`src/design/rsgt_pkg.sv`:
```
// rsgt_pkg: request and response payload types, verdict codes and register
// indexes for the rtp sequence gap tracker
// no dependencies
package rsgt_pkg;

   // verdict codes carried in the response
   localparam logic [2:0] VERDICT_ACCEPT  = 3'd0;
   localparam logic [2:0] VERDICT_RESTART = 3'd1;
   localparam logic [2:0] VERDICT_AHEAD   = 3'd2;
   localparam logic [2:0] VERDICT_BEHIND  = 3'd3;
   localparam logic [2:0] VERDICT_OLD     = 3'd4;

   // register indexes (byte address bit 2)
   localparam logic REG_MAX_SEQ_AHEAD    = 1'b0;
   localparam logic REG_RESYNC_THRESHOLD = 1'b1;

   // register reset values
   localparam logic [14:0] MAX_SEQ_AHEAD_RESET    = 15'd10;
   localparam logic [3:0]  RESYNC_THRESHOLD_RESET = 4'd3;

   // largest reported zero fill
   localparam logic [14:0] ZERO_FILL_MAX = 15'h7fff;

   typedef struct packed {
      logic [15:0] seq_number;
      logic [31:0] time_stamp;
      logic [9:0]  sample_count;
   } req_payload_type;

   typedef struct packed {
      logic [2:0]         verdict;
      logic [14:0]        zero_fill;
      logic signed [47:0] sample_total;
      logic [31:0]        drop_total;
      logic [31:0]        dupe_total;
      logic [31:0]        packet_total;
   } rsp_payload_type;

endpackage

```
`src/design/rtp_sequence_gap_tracker_unit.sv`:
```
// rtp_sequence_gap_tracker_unit: classifies rtp packet headers against the
// expected sequence and timestamp and keeps wrapping stream counters
// depends on rsgt_pkg
//
//   channel   direction  handshake                 payload
//   req       in         req_valid / req_stall     req_payload (seq, stamp, count)
//   rsp       out        rsp_valid / rsp_stall     rsp_payload (verdict, fill, totals)
//   csr       in/out     psel penable pwrite pready paddr pwdata / prdata
//
// one request per cycle while req_stall is low; its response, set by the single
// state update done at the accepting clock edge, is registered in the output
// stage; a two-entry output (result register plus skid) lets a request be taken
// while one response waits; req_stall rises only when both entries are full
// synchronous reset clears tracking state, counters and registers to defaults
module rtp_sequence_gap_tracker_unit
   import rsgt_pkg::*;
#(
   parameter int RING_SIZE = 65536
) (
   input  logic            clock,
   input  logic            reset,
   // request channel
   input  logic            req_valid,
   output logic            req_stall,
   input  req_payload_type req_payload,
   // response channel
   output logic            rsp_valid,
   input  logic            rsp_stall,
   output rsp_payload_type rsp_payload,
   // configuration port
   input  logic            psel,
   input  logic            penable,
   input  logic            pwrite,
   input  logic [2:0]      paddr,
   input  logic [31:0]     pwdata,
   output logic [31:0]     prdata,
   output logic            pready
);

   localparam logic [31:0] HALF_RING = 32'(RING_SIZE / 2);

   // configuration registers
   logic [14:0] max_seq_ahead_ff;
   logic [3:0]  resync_threshold_ff;

   // tracking state
   logic        started_ff, started_in;
   logic [3:0]  resync_count_ff, resync_count_in;
   logic [15:0] expected_seq_ff, expected_seq_in;
   logic [31:0] expected_time_ff, expected_time_in;
   logic [47:0] sample_counter_ff, sample_counter_in;
   logic [31:0] drop_counter_ff, drop_counter_in;
   logic [31:0] dupe_counter_ff, dupe_counter_in;
   logic [31:0] packet_counter_ff, packet_counter_in;

   // output stage
   logic            out_valid_ff, skid_valid_ff;
   rsp_payload_type out_data_ff, skid_data_ff;
   rsp_payload_type result_in;

   logic        req_accept, rsp_take;
   logic [15:0] seq_delta;
   logic        out_window, threshold_hit, restart, discard;
   logic [3:0]  resync_inc;
   logic [31:0] base_time, gap, fill_gap;
   logic        gap_old, gap_fill;
   logic [2:0]  verdict;
   logic [14:0] zero_fill;

   assign req_stall  = skid_valid_ff;
   assign req_accept = req_valid && !req_stall;
   assign rsp_valid  = out_valid_ff;
   assign rsp_payload = out_data_ff;
   assign rsp_take   = out_valid_ff && !rsp_stall;

   // configuration access
   assign pready = 1'b1;

   always_comb begin
      prdata = 32'd0;
      unique case (paddr[2])
         REG_MAX_SEQ_AHEAD:    prdata = {17'd0, max_seq_ahead_ff};
         REG_RESYNC_THRESHOLD: prdata = {28'd0, resync_threshold_ff};
         default:              prdata = 32'd0;
      endcase
   end

   always_ff @(posedge clock) begin
      if (reset) begin
         max_seq_ahead_ff    <= MAX_SEQ_AHEAD_RESET;
         resync_threshold_ff <= RESYNC_THRESHOLD_RESET;
      end else if (psel && penable && pwrite && pready) begin
         unique case (paddr[2])
            REG_MAX_SEQ_AHEAD:    max_seq_ahead_ff    <= pwdata[14:0];
            REG_RESYNC_THRESHOLD: resync_threshold_ff <= pwdata[3:0];
            default: ;
         endcase
      end
   end

   // sequence window check
   always_comb begin
      seq_delta     = req_payload.seq_number - expected_seq_ff;
      out_window    = started_ff &&
                      (seq_delta[15] || (seq_delta > {1'b0, max_seq_ahead_ff}));
      resync_inc    = resync_count_ff + 4'd1;
      threshold_hit = resync_inc >= resync_threshold_ff;
      restart       = !started_ff || (out_window && threshold_hit);
      discard       = out_window && !threshold_hit;
   end

   // timestamp gap check
   always_comb begin
      base_time = restart ? req_payload.time_stamp : expected_time_ff;
      gap       = req_payload.time_stamp - base_time;
      gap_old   = gap[31];
      gap_fill  = (gap != 32'd0) && (gap < HALF_RING);
      fill_gap  = gap_fill ? gap : 32'd0;
      zero_fill = (fill_gap > {17'd0, ZERO_FILL_MAX}) ? ZERO_FILL_MAX : fill_gap[14:0];
   end

   // next state and verdict
   always_comb begin
      started_in        = started_ff;
      resync_count_in   = resync_count_ff;
      expected_seq_in   = expected_seq_ff;
      expected_time_in  = expected_time_ff;
      sample_counter_in = sample_counter_ff;
      drop_counter_in   = drop_counter_ff;
      dupe_counter_in   = dupe_counter_ff;
      packet_counter_in = packet_counter_ff + 32'd1;
      verdict           = VERDICT_ACCEPT;
      priority if (discard) begin
         resync_count_in = resync_inc;
         if (seq_delta[15]) begin
            dupe_counter_in = dupe_counter_ff + 32'd1;
            verdict         = VERDICT_BEHIND;
         end else begin
            drop_counter_in = drop_counter_ff + 32'd1;
            verdict         = VERDICT_AHEAD;
         end
      end else begin
         started_in      = 1'b1;
         resync_count_in = 4'd0;
         expected_seq_in = req_payload.seq_number + 16'd1;
         if (restart) begin
            // restart: sample counter cleared to zero, expected time set past the count
            verdict           = VERDICT_RESTART;
            sample_counter_in = 48'd0;
            expected_time_in  = req_payload.time_stamp + 32'(req_payload.sample_count);
         end else if (gap_old) begin
            verdict = VERDICT_OLD;
         end else begin
            sample_counter_in = sample_counter_ff + 48'(fill_gap)
                                + 48'(req_payload.sample_count);
            expected_time_in  = req_payload.time_stamp + 32'(req_payload.sample_count);
         end
      end
   end

   // response built from the updated state
   always_comb begin
      result_in.verdict      = verdict;
      result_in.zero_fill    = (discard || restart || gap_old) ? 15'd0 : zero_fill;
      result_in.sample_total = sample_counter_in;
      result_in.drop_total   = drop_counter_in;
      result_in.dupe_total   = dupe_counter_in;
      result_in.packet_total = packet_counter_in;
   end

   // state registers
   always_ff @(posedge clock) begin
      if (reset) begin
         started_ff        <= 1'b0;
         resync_count_ff   <= 4'd0;
         expected_seq_ff   <= 16'd0;
         expected_time_ff  <= 32'd0;
         sample_counter_ff <= 48'd0;
         drop_counter_ff   <= 32'd0;
         dupe_counter_ff   <= 32'd0;
         packet_counter_ff <= 32'd0;
      end else if (req_accept) begin
         started_ff        <= started_in;
         resync_count_ff   <= resync_count_in;
         expected_seq_ff   <= expected_seq_in;
         expected_time_ff  <= expected_time_in;
         sample_counter_ff <= sample_counter_in;
         drop_counter_ff   <= drop_counter_in;
         dupe_counter_ff   <= dupe_counter_in;
         packet_counter_ff <= packet_counter_in;
      end
   end

   // output register and skid entry
   always_ff @(posedge clock) begin
      if (reset) begin
         out_valid_ff  <= 1'b0;
         skid_valid_ff <= 1'b0;
      end else if (skid_valid_ff) begin
         if (rsp_take) begin
            out_valid_ff  <= 1'b1;
            skid_valid_ff <= 1'b0;
         end
      end else if (req_accept) begin
         if (!out_valid_ff || rsp_take) begin
            out_valid_ff <= 1'b1;
         end else begin
            skid_valid_ff <= 1'b1;
         end
      end else if (rsp_take) begin
         out_valid_ff <= 1'b0;
      end
   end

   always_ff @(posedge clock) begin
      if (skid_valid_ff) begin
         if (rsp_take) begin
            out_data_ff <= skid_data_ff;
         end
      end else if (req_accept) begin
         if (!out_valid_ff || rsp_take) begin
            out_data_ff <= result_in;
         end else begin
            skid_data_ff <= result_in;
         end
      end
   end

   // checks
   skid_needs_out: assert property (@(posedge clock) disable iff (reset)
      skid_valid_ff |-> out_valid_ff)
      else $error("skid entry held without a response in the output register");

   accept_gives_response: assert property (@(posedge clock) disable iff (reset)
      req_accept |=> rsp_valid)
      else $error("accepted request left no response");

   packet_count_steps: assert property (@(posedge clock) disable iff (reset)
      req_accept |=> (packet_counter_ff == $past(packet_counter_ff) + 32'd1))
      else $error("packet counter did not advance on request");

   discard_no_fill: assert property (@(posedge clock) disable iff (reset)
      (rsp_valid && (rsp_payload.verdict == VERDICT_AHEAD ||
                     rsp_payload.verdict == VERDICT_BEHIND ||
                     rsp_payload.verdict == VERDICT_OLD))
      |-> (rsp_payload.zero_fill == 15'd0))
      else $error("discarded request reported zero fill");

   restart_zero_samples: assert property (@(posedge clock) disable iff (reset)
      (rsp_valid && rsp_payload.verdict == VERDICT_RESTART)
      |-> (rsp_payload.sample_total == 48'sd0))
      else $error("stream restart did not clear the sample total");

endmodule
```
`config.mk`:
```
export PLATFORM = sky130hd
export DESIGN_NAME = rtp_sequence_gap_tracker_unit
export DESIGN_NICKNAME = d
export VERILOG_FILES = /design/src/design/rsgt_pkg.sv /design/src/design/rtp_sequence_gap_tracker_unit.sv
export SDC_FILE = /design/constraint.sdc
export NUM_CORES = 1
export LEC_CHECK = 0
export ABC_AREA = 1
export BUFFER_PORTS_ARGS = -buffer_cell sky130_fd_sc_hd__buf_2
export CAP_MARGIN = 20
export CORE_AREA = 2 2 370 372
export DETAILED_ROUTE_END_ITERATION = 8
export DIE_AREA = 0 0 372 374
export HOLD_SLACK_MARGIN = 0.08
export RECOVER_POWER = 25
export SETUP_SLACK_MARGIN = 0.3
export SYNTH_ARGS = -nofsm -noshare
export SYNTH_HDL_FRONTEND = slang
export SYNTH_SLANG_ARGS = --single-unit
```
`constraint.sdc`:
```
create_clock -name clock -period 14.3 [get_ports clock]
set_input_delay 2.145 -clock clock [delete_from_list [all_inputs] [get_ports clock]]
set_output_delay 2.145 -clock clock [all_outputs]
set_load 0.03 [all_outputs]
```
### After elaboration in Yosys (flattened, before gate mapping)

Cells that the tools add are included.

| cells by class | value |
|---|---|
| add/sub/neg operators | 10 |
| order comparisons | 4 |
| eq/ne operators | 3 |
| multiplexer cells | 32 |
| bitwise gates (word level) | 4 |
| reductions and logical operators | 29 |

Operators by type and width:

| kind | count |
|---|---|
| 162-bit two-way mux | 4 |
| 32-bit two-way mux | 8 |
| 48-bit two-way mux | 3 |
| 32-bit by 1-bit adder with 32-bit output, second input constant | 3 |
| 32-bit case mux with 2 select lines | 1 |
| 48-bit by 10-bit adder with 48-bit output | 1 |
| 48-bit by 32-bit adder with 48-bit output | 1 |
| 32-bit by 10-bit adder with 32-bit output | 1 |
| 32-bit by 15-bit > comparator with 1-bit output, second input constant | 1 |
| 32-bit by 16-bit less-than comparator with 1-bit output, second input constant | 1 |
| 32-bit nonzero test | 1 |
| 32-bit subtractor | 1 |
| 15-bit two-way mux | 2 |
| 16-bit by 1-bit adder with 16-bit output, second input constant | 1 |
| 16-bit by 15-bit > comparator with 1-bit output | 1 |
| 16-bit subtractor | 1 |
| 3-bit AND reduction | 4 |
| 1-bit two-way mux | 10 |
| 3-bit two-way mux | 3 |
| 1-bit logical AND | 8 |
| 2-bit AND reduction | 3 |
| 2-bit nonzero test | 3 |
| 1-bit logical NOT | 5 |
| 1-bit logical OR | 5 |
| other kinds (7) | 10 |

| storage, ports and cells | value |
|---|---|
| bits in registers | 542 |
| bits of input ports | 100 |
| output and inout port bits | 197 |
| logic and storage cells | 106 |

### Depth between registers and ports, before layout

Gate-level depths: netlist of run 1.

| logic depth | value |
|---|---|
| depth after elaboration | 19 |
| mapped depth | 69 |
| gate-level depth less buffers | 65 |

### Least setup slack after synthesis of run 1

OpenSTA, ideal clock, no wires.

| timing path | value |
|---|---|
| path kind | input port to flip-flop |
| from | input port req_valid |
| to | register out_data_ff (netlist bit rsp_payload[0]) (enable) |
| setup time | 738 ps |
| arrival | 10313 ps |
| required time | 13562 ps |
| setup slack | 3249 ps |
| cell stages on the path | 4 |
| path buffers | 2 |
| path through | nand2_1 -> clkbuf_1 -> clkbuf_1 -> a21oi_1 |

| between the ends | value |
|---|---|
| cells in the longest elaborated chain, start to end | 3 |

RTL lines:

| what | line | text |
|---|---|---|
| from (decl) | rtp_sequence_gap_tracker_unit.sv:23 | `input logic req_valid,` |
| 1-bit logical AND | rtp_sequence_gap_tracker_unit.sv:71 | `assign req_accept = req_valid && !req_stall;` |
| 2-bit nonzero test (no source line) | - |  |
| 3-bit AND reduction (no source line) | - |  |
| to (signal assigned) | rtp_sequence_gap_tracker_unit.sv:218 | `out_data_ff <= skid_data_ff;` |
| to (signal assigned) | rtp_sequence_gap_tracker_unit.sv:222 | `out_data_ff <= result_in;` |
| to (decl) | rtp_sequence_gap_tracker_unit.sv:58 | `rsp_payload_type out_data_ff, skid_data_ff;` |

No other way between the ends.
A chain may end at the register's enable or synchronous reset.

### Worst setup path after layout of run 1

| timing path | value |
|---|---|
| from | input port req_payload[42] (netlist name) |
| to | register out_data_ff (netlist bit rsp_payload[123]), data pin |

| between the ends | value |
|---|---|
| cells in the longest elaborated chain, start to end | 19 |

RTL lines:

| what | line | text |
|---|---|---|
| from (decl) | rtp_sequence_gap_tracker_unit.sv:25 | `input req_payload_type req_payload,` |
| 16-bit subtractor * | rtp_sequence_gap_tracker_unit.sv:103 | `seq_delta = req_payload.seq_number - expected_seq_ff;` |
| 16-bit by 15-bit > comparator with 1-bit output | rtp_sequence_gap_tracker_unit.sv:105 | `(seq_delta[15] \|\| (seq_delta > {1'b0, max_seq_ahead_ff}));` |
| 1-bit logical OR * | rtp_sequence_gap_tracker_unit.sv:105 |  |
| 1-bit logical AND * | rtp_sequence_gap_tracker_unit.sv:104 | `out_window = started_ff &&` |
| 1-bit logical AND | rtp_sequence_gap_tracker_unit.sv:108 | `restart = !started_ff \|\| (out_window && threshold_hit);` |
| 1-bit logical OR | rtp_sequence_gap_tracker_unit.sv:108 |  |
| 32-bit two-way mux | rtp_sequence_gap_tracker_unit.sv:114 | `base_time = restart ? req_payload.time_stamp : expected_time_ff;` |
| 32-bit subtractor | rtp_sequence_gap_tracker_unit.sv:115 | `gap = req_payload.time_stamp - base_time;` |
| [... 3 more ...] | - |  |
| 48-bit by 32-bit adder with 48-bit output | rtp_sequence_gap_tracker_unit.sv:154 | `sample_counter_in = sample_counter_ff + 48'(fill_gap)` |
| 48-bit by 10-bit adder with 48-bit output | rtp_sequence_gap_tracker_unit.sv:155 | `+ 48'(req_payload.sample_count);` |
| 48-bit two-way mux | rtp_sequence_gap_tracker_unit.sv:151 | `end else if (gap_old) begin` |
| 48-bit two-way mux | rtp_sequence_gap_tracker_unit.sv:146 | `if (restart) begin` |
| 48-bit two-way mux * | rtp_sequence_gap_tracker_unit.sv:133 | `priority if (discard) begin` |
| 162-bit two-way mux * | rtp_sequence_gap_tracker_unit.sv:221 | `if (!out_valid_ff \|\| rsp_take) begin` |
| 162-bit two-way mux * | rtp_sequence_gap_tracker_unit.sv:220 | `end else if (req_accept) begin` |
| 162-bit two-way mux * | rtp_sequence_gap_tracker_unit.sv:216 | `if (skid_valid_ff) begin` |

Every way passes the cells marked *; elsewhere a longest branch is shown, timed or not. The select of a mux whose other input is x is not followed.

==> results of run 1 <==
==> state kept, by name, indices dropped and copies added (netlist names), 15 cells and up <==
signal             flops
dupe_counter_ff       32
skid_data_ff         162
drop_counter_ff       32
max_seq_ahead_ff      15
rsp_payload          162
sample_counter_ff     48
expected_time_ff      32
expected_seq_ff       16
packet_counter_ff     32
==> area by class of cell <==
cell class,instances,share of cell area (%)
Clock inverter,45,1.50
Tap cell,1781,6.14
Timing Repair Buffer,283,3.94
Clock buffer,80,4.96
Inverter,549,5.69
Multi-Input combinational cell,2691,38.9
Sequential cell,542,38.8
==> worst max-delay path by stage <==
stage,slack (ns),end,cells after the start,from
2_1_floorplan,3.25,rsp_payload[0],4,req_valid
3_3_place_gp,1.30,rsp_payload[118],53,req_payload[42]
3_5_place_dp,1.21,rsp_payload[128],52,req_payload[42]
4_1_cts,1.91,rsp_payload[128],52,req_payload[42]
5_1_grt,0.87,rsp_payload[128],52,req_payload[42]
6_report,1.91,rsp_payload[123],51,req_payload[42]
==> metal layers <==
| metal | share of wire, % | vias to the layer above | routed length [µm] | global-route usage, % |
|---|---|---|---|---|
| met1 | 47 | 12000 | 42300 | 16.8 |
| met2 | 45 | 583 | 40800 | 20.7 |
| met5 | 0 | - | 0 | 0 |
| li1 | - | 13200 | - | - |
| met4 | 2.7 | 0 | 2400 | 4.15 |
| met3 | 5.3 | 121 | 4750 | 2.54 |
==> report_power, final <==
group	total (mW)	switching [mW]	internal, mW
sequential	1.89	0.0659	1.83
combinational	1.32	0.938	0.380
clock	1.80	0.722	1.08
total	5.01	1.73	3.28
==> cell families (layout without fill, tap and decap cells) <==
logic type | Yosys count | in the layout
buffers and inverters | 707 | 957
XOR/XNOR | 171 | 171
AO/OA/AOI/OAI | 721 | 721
adder cells (fa/ha/maj) | 148 | 148
other | 2 | 35
multiplexers | 4 | 4
flip-flops | 542 | 542
AND/OR/NAND/NOR | 1612 | 1612
==> cells in the final DEF, fill, tap and decap left out, types with 24 or more instances in the layout <==
cell | synthesis | routed
nand2_1 | 948 | 948
inv_1 | 540 | 538
xor2_1 | 147 | 147
nor3_1 | 61 | 61
xnor2_1 | 24 | 24
clkbuf_1 | 91 | 33
nand4_1 | 55 | 55
nand3_1 | 182 | 183
nor2_1 | 284 | 290
dfxtp_1 | 218 | 218
edfxtp_1 | 324 | 324
o21ai_1 | 74 | 74
o21ai_0 | 294 | 294
conb_1 | 2 | 35
buf_2 | 23 | 241
ha_1 | 134 | 134
a21oi_1 | 304 | 304
clkbuf_16 | 0 | 70
==> critical path, delay by kind of cell <==
kind / cells / cell delay [ns]
and+or+nand+nor: 21 / 3.36
adders and majority gates: 6 / 1.97
buffers and inverters: 8 / 1.40
AOI/OAI and AO/OA: 15 / 3.65
xor gates and xnor gates: 1 / 0.17
==> impl_metrics.yaml, run 1 <==
placed_design:
  dpl_cell_area_um2: 34000
  io_buffer_count: 259
  gp_congestion: 0.868
  placedCellCount: 5845
  dp.final_hpwl_um: 66200
  preCtsSetupSlack_ns: 1.21
setup_path:
  max_stage_delay_ns: 0.69
  critPathLaunchType: "primary input"
  cp.arrival_ns: 12.77
  r2r_setup_slack_ns: 3.28
  crit_type: "primary input to register"
  path_max_fanout: 43
  reg2reg_depth: 49
  cp.required_ns: 14.68
  r2r_start: "expected_seq_ff[0]"
  worstSetupEndpointType: "register"
  crit_slowest_cell: "inv_2"
  path_common_cell: "nand2_1"
  r2r-end: "rsp_payload[123]"
synthesis:
  yosysUniqueCellTypes: 53
  syn_area_um2: 30900
  yosysSeqAreaShare_pct: 45.6
  synth_mux_area_share_pct: 0.130
  yosysWarnings: 0
  synth_compound_area_share_pct: 12.1
  yosysTopAreaCell: "edfxtp_1"
  synth_top_area_share_pct: 31.5
  synthCells: 3907
  synth.most_common_cell: "nand2_1"
  synth_top_family_by_area: "simple AND/OR/NAND/NOR gates"
  synth-xor-area-share_pct: 4.85
  async_flop_share_pct: 0
  synth-edff-count: 324
  synthFlopType: "edfxtp_1"
  yosys.area_share.adder_pct: 6.33
  ys_ff_latch: 542
  synth_area_leaders: "edfxtp_1 31%, dfxtp_1 14%, nand2_1 12%, inv_1 6.6%, ha_1 5.4%"
  synth-simple-area-share_pct: 22.0
  synth_top_cells_by_count: "948 x nand2_1, 540 x inv_1, 324 x edfxtp_1"
  avgSynthCellArea_um2: 7.91
timing:
  fin_tns_setup_ns: 0
  final-setup-viol-count: 0
  worst_slew_pin_slew_ns: 4.53
  hold_ws_ns: 0.453
  rsz0062_at_grt: "no"
  hold_viol_final: 0
  maxSlewHeadroom_pct: -202
  finalCritPeriodShare_pct: 86.7
  fmax_ghz: 0.0807
  final.setup.worst_slack_ns: 1.91
  finClkSkew_ns: 0.0397
  slew_violations: 520
  fin_crit_ns: 12.39
grt:
  grt_max_degree: 101
  grt_use_total_pct: 12.7
  grt_pass1_vias: 24500
  grt_pass1_wl_um: 139000
  overflow: 0
  antenna_found_initial: 4
power:
  leakagePower_nw: 16.2
  p_per_area_nw_per_um2: 138
  p_total_mw: 5.01
  ir_worst_vdd_uv: 66.9
clock_network:
  cts_setup_buffers: 0
  postCtsHoldBufs: 0
  cts.sinks: 542
  cts_buffer_depth: 3
  tritoncts: "done"
  cts.htree.levels: 3
  clock_latency_ns: 0.66
  cts-buffers-inserted: 68
  path_clk_slew_ns: 0.06
  cts-root-buf: "clkbuf_16"
  postCtsResizedCells: 0
detailed_routing:
  drc_errors: 0
  num_vias: 26000
  drt_iter0_drc: 1745
  dr.pass1.iters: 6
  viasPerCell: 4.35
  antenna_left: 0
  finalWirelength_um: 90300
  wl_per_cell_um: 15.1
run_status:
  status: "complete, but fails checks"
  violations: "max-capacitance violations, max-slew violations"
floorplan:
  die_h_um: 374
  start_util_pct: 22.9
  core_um2: 135000
  dieArea_um2: 139000
  ioPinCount: 297
  fp.dieW_um: 372
  rows: 135
layout:
  n_fill_cell: 14600
  drive_gt1_share_pct: 10.1
  areaGrowthSynthToFinish_pct: 17.4
  multi_input_area_um2: 14100
  fin_area_um2: 36300
  regArea_um2: 14100
  n_antenna_cell: 0
  nNetsFinal: 4383
  utilization_pct: 26.9
  instances_no_fill: 5971
hold_path:
  min_path_type: "register to register"
  hp-start: "expected_time_ff[6]"
  min_to: "expected_time_ff[6]"
  worstHoldPathCells: 2
run:
  cap_viol_max_count: 9
Note: power is estimated with default switching activity, not from simulation.
==> inputs of run 2 (changes only) <==
- CORE_AREA: 2 2 370 372 -> 2 2 338 407
- DIE_AREA: 0 0 372 374 -> 0 0 340 409
==> run 2 against run 1 <==
- the flow still finishes with violations (max-capacitance violations, max-slew violations)
- final area shrank 0.62%
- routed wire length rose by 2.7%
- clock-buffer cell count down 3
- highest routed layer is now met5
- critical path depth is 6 higher
- register-to-register slack better by 0.57 ns
- first-iteration DRC count down 15%
- final cell count is 0.37% higher
- combinational power about the same
==> impl_metrics.yaml, run 2 (synthesized netlist as in run 1, its figures left out) <==
clock_network:
  clock_latency_ns: 0.68
  cts.sinks: 542
  tritoncts: "done"
  postCtsResizedCells: 0
  postCtsHoldBufs: 0
  cts-root-buf: "clkbuf_16"
  cts-buffers-inserted: 68
  cts_buffer_depth: 3
  cts_setup_buffers: 0
  path_clk_slew_ns: 0.06
  cts.htree.levels: 3
setup_path:
  cp.required_ns: 14.70
  max_stage_delay_ns: 0.44
  path_common_cell: "nand2_1"
  r2r_start: "expected_seq_ff[0]"
  r2r-end: "rsp_payload[123]"
  r2r_setup_slack_ns: 3.85
  crit_slowest_cell: "nand2_4"
  crit_type: "primary input to register"
  reg2reg_depth: 55
  critPathLaunchType: "primary input"
  cp.arrival_ns: 12.21
  path_max_fanout: 43
  worstSetupEndpointType: "register"
detailed_routing:
  drt_iter0_drc: 1483
  drc_errors: 0
  num_vias: 25900
  wl_per_cell_um: 15.5
  antenna_left: 0
  finalWirelength_um: 92700
  dr.pass1.iters: 5
  viasPerCell: 4.32
floorplan:
  die_h_um: 409
  core_um2: 135000
  start_util_pct: 22.9
  dieArea_um2: 139000
  ioPinCount: 297
  rows: 148
  fp.dieW_um: 340
timing:
  final-setup-viol-count: 0
  fin_crit_ns: 11.81
  rsz0062_at_grt: "no"
  finalCritPeriodShare_pct: 82.6
  fmax_ghz: 0.0847
  hold_viol_final: 0
  hold_ws_ns: 0.455
  maxSlewHeadroom_pct: -205
  slew_violations: 443
  worst_slew_pin_slew_ns: 4.57
  fin_tns_setup_ns: 0
  finClkSkew_ns: 0.0558
grt:
  grt_max_degree: 154
  grt_pass1_wl_um: 142000
  antenna_found_initial: 14
  grt_pass1_vias: 24700
  overflow: 0
  grt_use_total_pct: 13.0
layout:
  layout_commonest_cell: "nand2_1"
  nNetsFinal: 4387
  n_fill_cell: 14800
  drive_gt1_share_pct: 6.90
  areaGrowthSynthToFinish_pct: 16.7
  mostFrequentLayoutCells: "948 x nand2_1, 538 x inv_1, 324 x edfxtp_1"
run_status:
  status: "complete, but fails checks"
  violations: "max-capacitance violations, max-slew violations"
placed_design:
  gp_congestion: 0.883
  io_buffer_count: 259
  dp.final_hpwl_um: 67600
power:
  sw_frac_of_total_pct: 35.2
  p_comb_share_pct: 26.2
  switching_power_mw: 1.73
  sequentialPowerShare_pct: 38.7
  clock_power_share_pct: 35.1
  ir_worst_vdd_uv: 71.6
  p_per_area_nw_per_um2: 136
  p_int_mw: 3.18
  leakagePower_nw: 15.8
hold_path:
  hp-start: "expected_time_ff[8]"
  worstHoldPathCells: 2
  min_to: "expected_time_ff[8]"
  min_path_type: "register to register"
run:
  cap_viol_max_count: 8
run 2: worst max-delay path by stage:
stage	startpoint	endpoint	slack, ns
floorplan	req_valid	rsp_payload[0]	3.25
global placement	req_payload[42]	rsp_payload[123]	1.92
detailed placement	req_payload[42]	rsp_payload[128]	1.83
CTS	req_payload[42]	rsp_payload[128]	2.52
global route	req_payload[42]	rsp_payload[128]	1.37
finish	req_payload[42]	rsp_payload[123]	2.49
run 2: cell type report:
class / instances / area, µm² / share of cell area [%]
Antenna cell: 3 / 7.51 / 0.0208
Clock buffer: 77 / 1760 / 4.87
Clock inverter: 44 / 442 / 1.22
Inverter: 549 / 2070 / 5.73
Multi-Input combinational cell: 2691 / 14100 / 39.2
Sequential cell: 542 / 14100 / 39.1
Tap cell: 1800 / 2250 / 6.25
Timing Repair Buffer: 287 / 1310 / 3.63
run 2: metal layers:
metal	wire length, µm	share of wire (%)	track usage, %	vias to the layer above
li1	-	-	-	13300
met1	41300	45	16.4	11900
met2	44500	48	22.4	543
met3	4210	4.5	2.26	137
met4	2580	2.8	4.45	8
met5	51	0.055	0	-
run 2: power by group through the flow:
| stage | registers, mW | clock network (mW) | logic (mW) |
|---|---|---|---|
| after floorplan | 2.04 | 0 | 0.837 |
| after global placement | 1.93 | 0 | 1.30 |
| after detailed placement | 1.93 | 0 | 1.31 |
| after CTS | 1.90 | 1.80 | 1.32 |
| after global routing | 1.91 | 1.85 | 1.46 |
| final | 1.90 | 1.72 | 1.29 |
run 2: worst max-delay path, delay by kind of cell:
kind,cells,cell delay (ns)
AND/OR/NAND/NOR,27,3.96
AO/OA/AOI/OAI,13,2.61
adder cells (fa/ha/maj),7,2.24
buffers and inverters,9,1.01
XOR/XNOR,1,0.16
run 2: per-stage QoR:
stage	utilization (%)	std cells	setup slack, ns	cell area, µm²	total power [mW]
global route	26.7	5990	1.37	36100	5.22
CTS	26.9	5990	2.52	36300	5.01
detailed placement	25.3	5869	1.83	34100	3.24
finish	26.7	5993	2.49	36100	4.91
floorplan	-	3940	3.25	31000	2.87
global placement	25.3	5869	1.92	34100	3.23
